**config.mk**
```make
export PLATFORM = sky130hd
export DESIGN_NAME = mi3_out
export DESIGN_NICKNAME = d
export VERILOG_FILES = /design/src/rtl/core/mi3_pkg.sv /design/src/rtl/core/mi3_out.sv
export SDC_FILE = /design/constraint.sdc
export NUM_CORES = 1
export LEC_CHECK = 0
export BUFFER_PORTS_ARGS = -buffer_cell sky130_fd_sc_hd__buf_2
export CELL_PAD_IN_SITES_DETAIL_PLACEMENT = 1
export CELL_PAD_IN_SITES_GLOBAL_PLACEMENT = 2
export CORE_AREA = 10 10 727 729
export DETAILED_ROUTE_END_ITERATION = 8
export DIE_AREA = 0 0 737 739
export GPL_ROUTABILITY_DRIVEN = 0
export PLACE_DENSITY = 0.37
export REMOVE_ABC_BUFFERS = 1
export SYNTH_ARGS = -nofsm -noshare
export SYNTH_HDL_FRONTEND = slang
export SYNTH_SLANG_ARGS = --single-unit
```
**constraint.sdc**
```tcl
create_clock -name clk -period 0.8 [get_ports clk]
set_input_delay 0 -clock clk [delete_from_list [all_inputs] [get_ports clk]]
set_output_delay 0 -clock clk [all_outputs]
set_load 0.01 [all_outputs]
```
**src/rtl/core/mi3_pkg.sv**
```systemverilog
// Package for the 3x3 fixed-point matrix inverse: widths, types, cofactor index tables.
// Depends on nothing; imported by every module under rtl/core.
`timescale 1ns / 1ps
package mi3_pkg;
	localparam int W      = 32;            // element width
	localparam int F      = 16;            // fraction bits
	localparam int N_EL   = 9;
	localparam int PROD_W = 2 * W;         // element product
	localparam int COF_W  = 2 * W + 1;     // cofactor
	localparam int PP_W   = 2 * W + 1;     // determinant partial product
	localparam int DET_W  = 3 * W + 4;     // determinant, signed
	localparam int MAG_W  = DET_W;         // divider remainder
	localparam int NUM_W  = COF_W + 2 * F; // scaled numerator magnitude
	localparam int Q_W    = W + 1;         // quotient bits resolved by the cell chain
	localparam int HI_W   = NUM_W - Q_W;   // numerator bits above the quotient window
	localparam int IDX_W  = 4;

	typedef logic signed [W-1:0]     elem_t;
	typedef logic signed [COF_W-1:0] cof_t;
	typedef logic signed [DET_W-1:0] det_t;

	// One divider lane (one inverse element in flight).
	typedef struct packed {
		logic [MAG_W-1:0] rem;
		logic [Q_W-1:0]   lo;
		logic [Q_W-1:0]   q;
		logic             neg;
		logic             big;
	} mi3_lane_t;

	// Values shared by all nine lanes of one item.
	typedef struct packed {
		logic [MAG_W-1:0] dmag;
		logic             singular;
	} mi3_ctl_t;

	typedef logic [IDX_W-1:0] idx_t;

	// Cofactor c[i] = m[A]*m[B] - m[E]*m[G]
	localparam idx_t CF_A [N_EL] = '{4'd4, 4'd2, 4'd1, 4'd5, 4'd0, 4'd2, 4'd3, 4'd1, 4'd0};
	localparam idx_t CF_B [N_EL] = '{4'd8, 4'd7, 4'd5, 4'd6, 4'd8, 4'd3, 4'd7, 4'd6, 4'd4};
	localparam idx_t CF_E [N_EL] = '{4'd5, 4'd1, 4'd2, 4'd3, 4'd2, 4'd0, 4'd4, 4'd0, 4'd1};
	localparam idx_t CF_G [N_EL] = '{4'd7, 4'd8, 4'd4, 4'd8, 4'd6, 4'd5, 4'd6, 4'd7, 4'd3};
endpackage

```
**src/rtl/core/mi3_out.sv**
```systemverilog
// Output stage: sign, saturation, singular override and the result register.
// Depends on mi3_pkg.
`timescale 1ns / 1ps
module mi3_out
	import mi3_pkg::*;
(
	input  logic      clk,
	input  logic      arst_n,
	input  logic      in_valid,
	input  mi3_lane_t in_lane [N_EL],
	input  mi3_ctl_t  in_ctl,
	output logic      out_valid,
	output elem_t     out_el [N_EL],
	output logic      out_singular,
	output logic      out_overflow
);
	logic  vld_q;
	elem_t el_q [N_EL];
	logic  sing_q;
	logic  ovf_q;
	elem_t v [N_EL];
	logic  sat [N_EL];
	logic  any_sat;

	always_comb begin
		any_sat = 1'b0;
		for (int i = 0; i < N_EL; i++) begin
			if (in_lane[i].neg) begin
				sat[i] = in_lane[i].big
					|| (in_lane[i].q > (Q_W'(1) << (W - 1)));
				v[i] = sat[i] ? elem_t'({1'b1, {(W-1){1'b0}}}) : elem_t'(-in_lane[i].q[W-1:0]);
			end else begin
				sat[i] = in_lane[i].big || (in_lane[i].q[Q_W-1:W-1] != '0);
				v[i] = sat[i] ? elem_t'({1'b0, {(W-1){1'b1}}}) : elem_t'(in_lane[i].q[W-1:0]);
			end
			if (in_ctl.singular) begin
				v[i] = '0;
			end
			any_sat = any_sat | sat[i];
		end
	end

	always_ff @(posedge clk or negedge arst_n) begin
		if (!arst_n) begin
			vld_q <= 1'b0;
		end else begin
			vld_q <= in_valid;
		end
	end

	always_ff @(posedge clk) begin
		el_q   <= v;
		sing_q <= in_ctl.singular;
		ovf_q  <= any_sat & ~in_ctl.singular;
	end

	assign out_valid    = vld_q;
	assign out_el       = el_q;
	assign out_singular = sing_q;
	assign out_overflow = ovf_q;
endmodule

```
==> results.md <==
- Status: finished, violations left
- Failing checks: negative hold slack, negative setup slack
- Largest stage delay, worst path: 630 ps
- H-tree levels: 2
- Worst EP required: ~1400 ps
- CP max FO: 5
- Port bufs: 609
- Die width: roughly 740 µm
- Pins Over Slew Limit: 0
- Clock buffer count from CTS: between 40 and 50
- Max VDD drop: roughly 1400 µV
- Clk pin slew, worst setup/hold paths: around 50 ps
- Vias in the first global route: around 28000
- GRT Residual Overflow: 0
- Initial Utilization: 0.0321
- Worst path cell trace: buf_6 -> dlygate4sd3_1 -> inv_4 -> ha_4 -> nor3b_4 -> nand4_1 -> or4_4 -> and3_4 -> or2_4 -> buf_12 -> a311oi_2
- Final wirelength: around 210 mm
- Util after Layout: 0.0956
- Root Driver: clkbuf_16
- Post-synth top area cell: dfxtp_1
- Share of cells above drive strength 1: 0.649
- Ports: approximately 1900
- Die Area: 545000 µm²
- Synth unique cells: 70
- First-pass GRT wire length: between 200 and 300 mm
- Worst-Margin Slew: 1080 ps
- Layout Nets: around 5700
- Synth top area cells: dfxtp_1 (35%), a21oi_1 (6.0%), nor2_1 (5.9%)
- Drt pass-1 iters: 5
- Part of the cycle the worst path needs: 2.84
- Detail Route Antenna Nets: 0
- EDFF count, synth: 0
- DR vias: between 20000 and 30000
- Endpoints failing setup: 580
- Setup TNS Final: -399970 ps
- Leak Pwr: approximately 17 nW
- Worst Hold Class: input port to flop
- Core area: roughly 510000 µm²
- Worst rel slew slack: 0.283
- Die Y: ~740 µm
- Cell row count: 264
- Asr flop ratio synth: 0.00344
- Arr. time, crit path: ~2800 ps
- Final setup margin: -1480 ps
- CP Capture Type: flop
- Post-synth top cells: dfxtp_1 (290), nor2_1 (258), a21oi_1 (198)
- Worst path buffer plus inverter count: 4
- CTS tree: yes
- WL/cell: 19.6 µm
- CP Depth: 11
- RSZ-0062 raised after global routing: yes
- DR DRC count: 0
- Hpwl dp: between 150 and 200 mm
- Synthesized flop and latch total: roughly 290
- Initial antenna violation count: between 90 and 100
- Total track usage: 0.0741
- CP Launch Type: input port
- Avg Cell Area, Syn: 7.45 µm²
- Worst hold slack: -210 ps
- Sequential area share after synthesis: 0.353
- Worst path top cell family by delay: simple AND/OR/NAND/NOR gates
- Most frequent cell after synthesis: dfxtp_1
- Tmin final: roughly 2300 ps
- Synth Instances: between 2000 and 2500
- Layout area overhead: 198%
- Hold Path Depth: 5
- Initial DRC count: a little under 900
- Hold Vio Cnt, Final: 55
- Fill cells: just over 60000
- Max-Cap Viols: 0
- Crit path launch: in_lane[1010]
- F_max: between 0.4 and 0.5 GHz
- Mapped cell area: around 16000 µm²
- Clk sink count: 291
- Critical-path top delay cell: or4_4
- CTS max path bufs: 3
- Vias/cell: roughly 2.4
- Yosys warning count: 0
- Power Density: ~1200 nW/µm²
- HP Start: in_lane[674]
- CP Class: input port to flop
- Top_reg_cell synth: dfxtp_1
- Area fraction of the dominant cell type after synthesis: 0.352
- Largest net degree at the start of global routing: 38
path summary, 6_finish.rpt:
path	to	slack [ps]
setup / recovery	out_el[196]$_SDFF_PP0_	-1480
hold / removal	out_el[129]$_SDFF_PP0_	-210
max in group asynchronous	out_valid$_DFF_PN0_	70
min in group asynchronous	out_valid$_DFF_PN0_	440
cell families (layout without fill, tap and decap cells):
kind of cell | Yosys count | count (layout) | share of synthesized area
muxes | 4 | 4 | 0.00258
xor gates and xnor gates | 25 | 25 | 0.0133
AOI/OAI and AO/OA | 768 | 771 | 0.294
buffers and inverters | 210 | 2069 | 0.0491
and+or+nand+nor | 907 | 908 | 0.281
other | 0 | 27 | 0
adders and majority gates | 9 | 9 | 0.00683
DFF | 291 | 291 | 0.353
metal layers:
| metal | GRT usage | up-vias | wire length, µm |
|---|---|---|---|
| li1 | - | 12076 | - |
| met5 | 0 | - | 342 |
| met1 | 0.0767 | 13004 | 77700 |
| met4 | 0.0371 | 56 | 14100 |
| met3 | 0.0297 | 280 | 18200 |
| met2 | 0.129 | 658 | 103000 |
registers in the layout (all words and copies together) (netlist names):
signal,count
out_el,288
out_overflow,1
out_singular,1
out_valid,1
cells in the final DEF (no fill, tap or decap), types with 28 or more instances in the layout:
master	instances
buf_4	780
buf_6	381
dlygate4sd3_1	316
buf_2	264
dfxtp_2	241
nor2_1	212
a21oi_1	127
buf_12	105
nand2_1	102
nor3_1	87
a211oi_2	79
a31oi_1	76
o21ai_0	66
a21oi_2	59
or3_1	54
clkbuf_16	52
o21ai_1	47
buf_8	47
dfxtp_4	44
inv_1	41
or3_4	40
o21ai_2	40
nand3_1	36
nand2_4	30
a31oi_4	29
nor4_4	28
per-stage QoR:
| step | worst slack (ps) | power (mW) | instances | cell area (µm²) | hold WS [ps] |
|---|---|---|---|---|---|
| after floorplan | -2040 | 18.8 | 2063 | 15900 | -296 |
| after global placement | -2460 | 29.5 | 10289 | 34900 | -35.8 |
| final | -1480 | 57.3 | 10887 | 49200 | -210 |
| after detailed placement | -2490 | 29.5 | 10289 | 34900 | -40.2 |
| after global routing | -1510 | 60.4 | 10866 | 49200 | -249 |
| after CTS | -1440 | 56.5 | 10778 | 43000 | -211 |
where the power goes:
| part | total [mW] | internal (mW) | switching [mW] |
|---|---|---|---|
| Clock | 23.1 | 13.3 | 9.74 |
| Sequential | 16.5 | 15.6 | 0.851 |
| Combinational | 17.8 | 8.42 | 9.35 |
tightest hold or removal path: stages:
cell and delay, ps:
buf_6 80, inv_2 40, ha_4 200, nand2_2 50
a221oi_2 60
cell type report:
type	instances	area [µm²]	area share
Antenna cell	27	67.6	0.00137
Timing Repair Buffer	1921	17900	0.363
Tap cell	6783	8490	0.172
Multi-Input combinational cell	1717	14600	0.297
Clock buffer	65	1330	0.0269
Clock inverter	24	318	0.00646
Sequential cell	291	6300	0.128
Inverter	59	254	0.00516
what timing repair did:
| action | CTS | global route |
|---|---|---|
| gates cloned | 8 | 5 |
| buffers inserted | 84 | 114 |
| hold endpoints to repair | 290 | 95 |
| gates resized for setup | 579 | 1627 |
| setup endpoints to repair | 580 | 581 |
| pin swaps | 207 | 386 |
| hold buffers | 325 | 45 |
No activity file was read; power rests on OpenSTA's default activity.
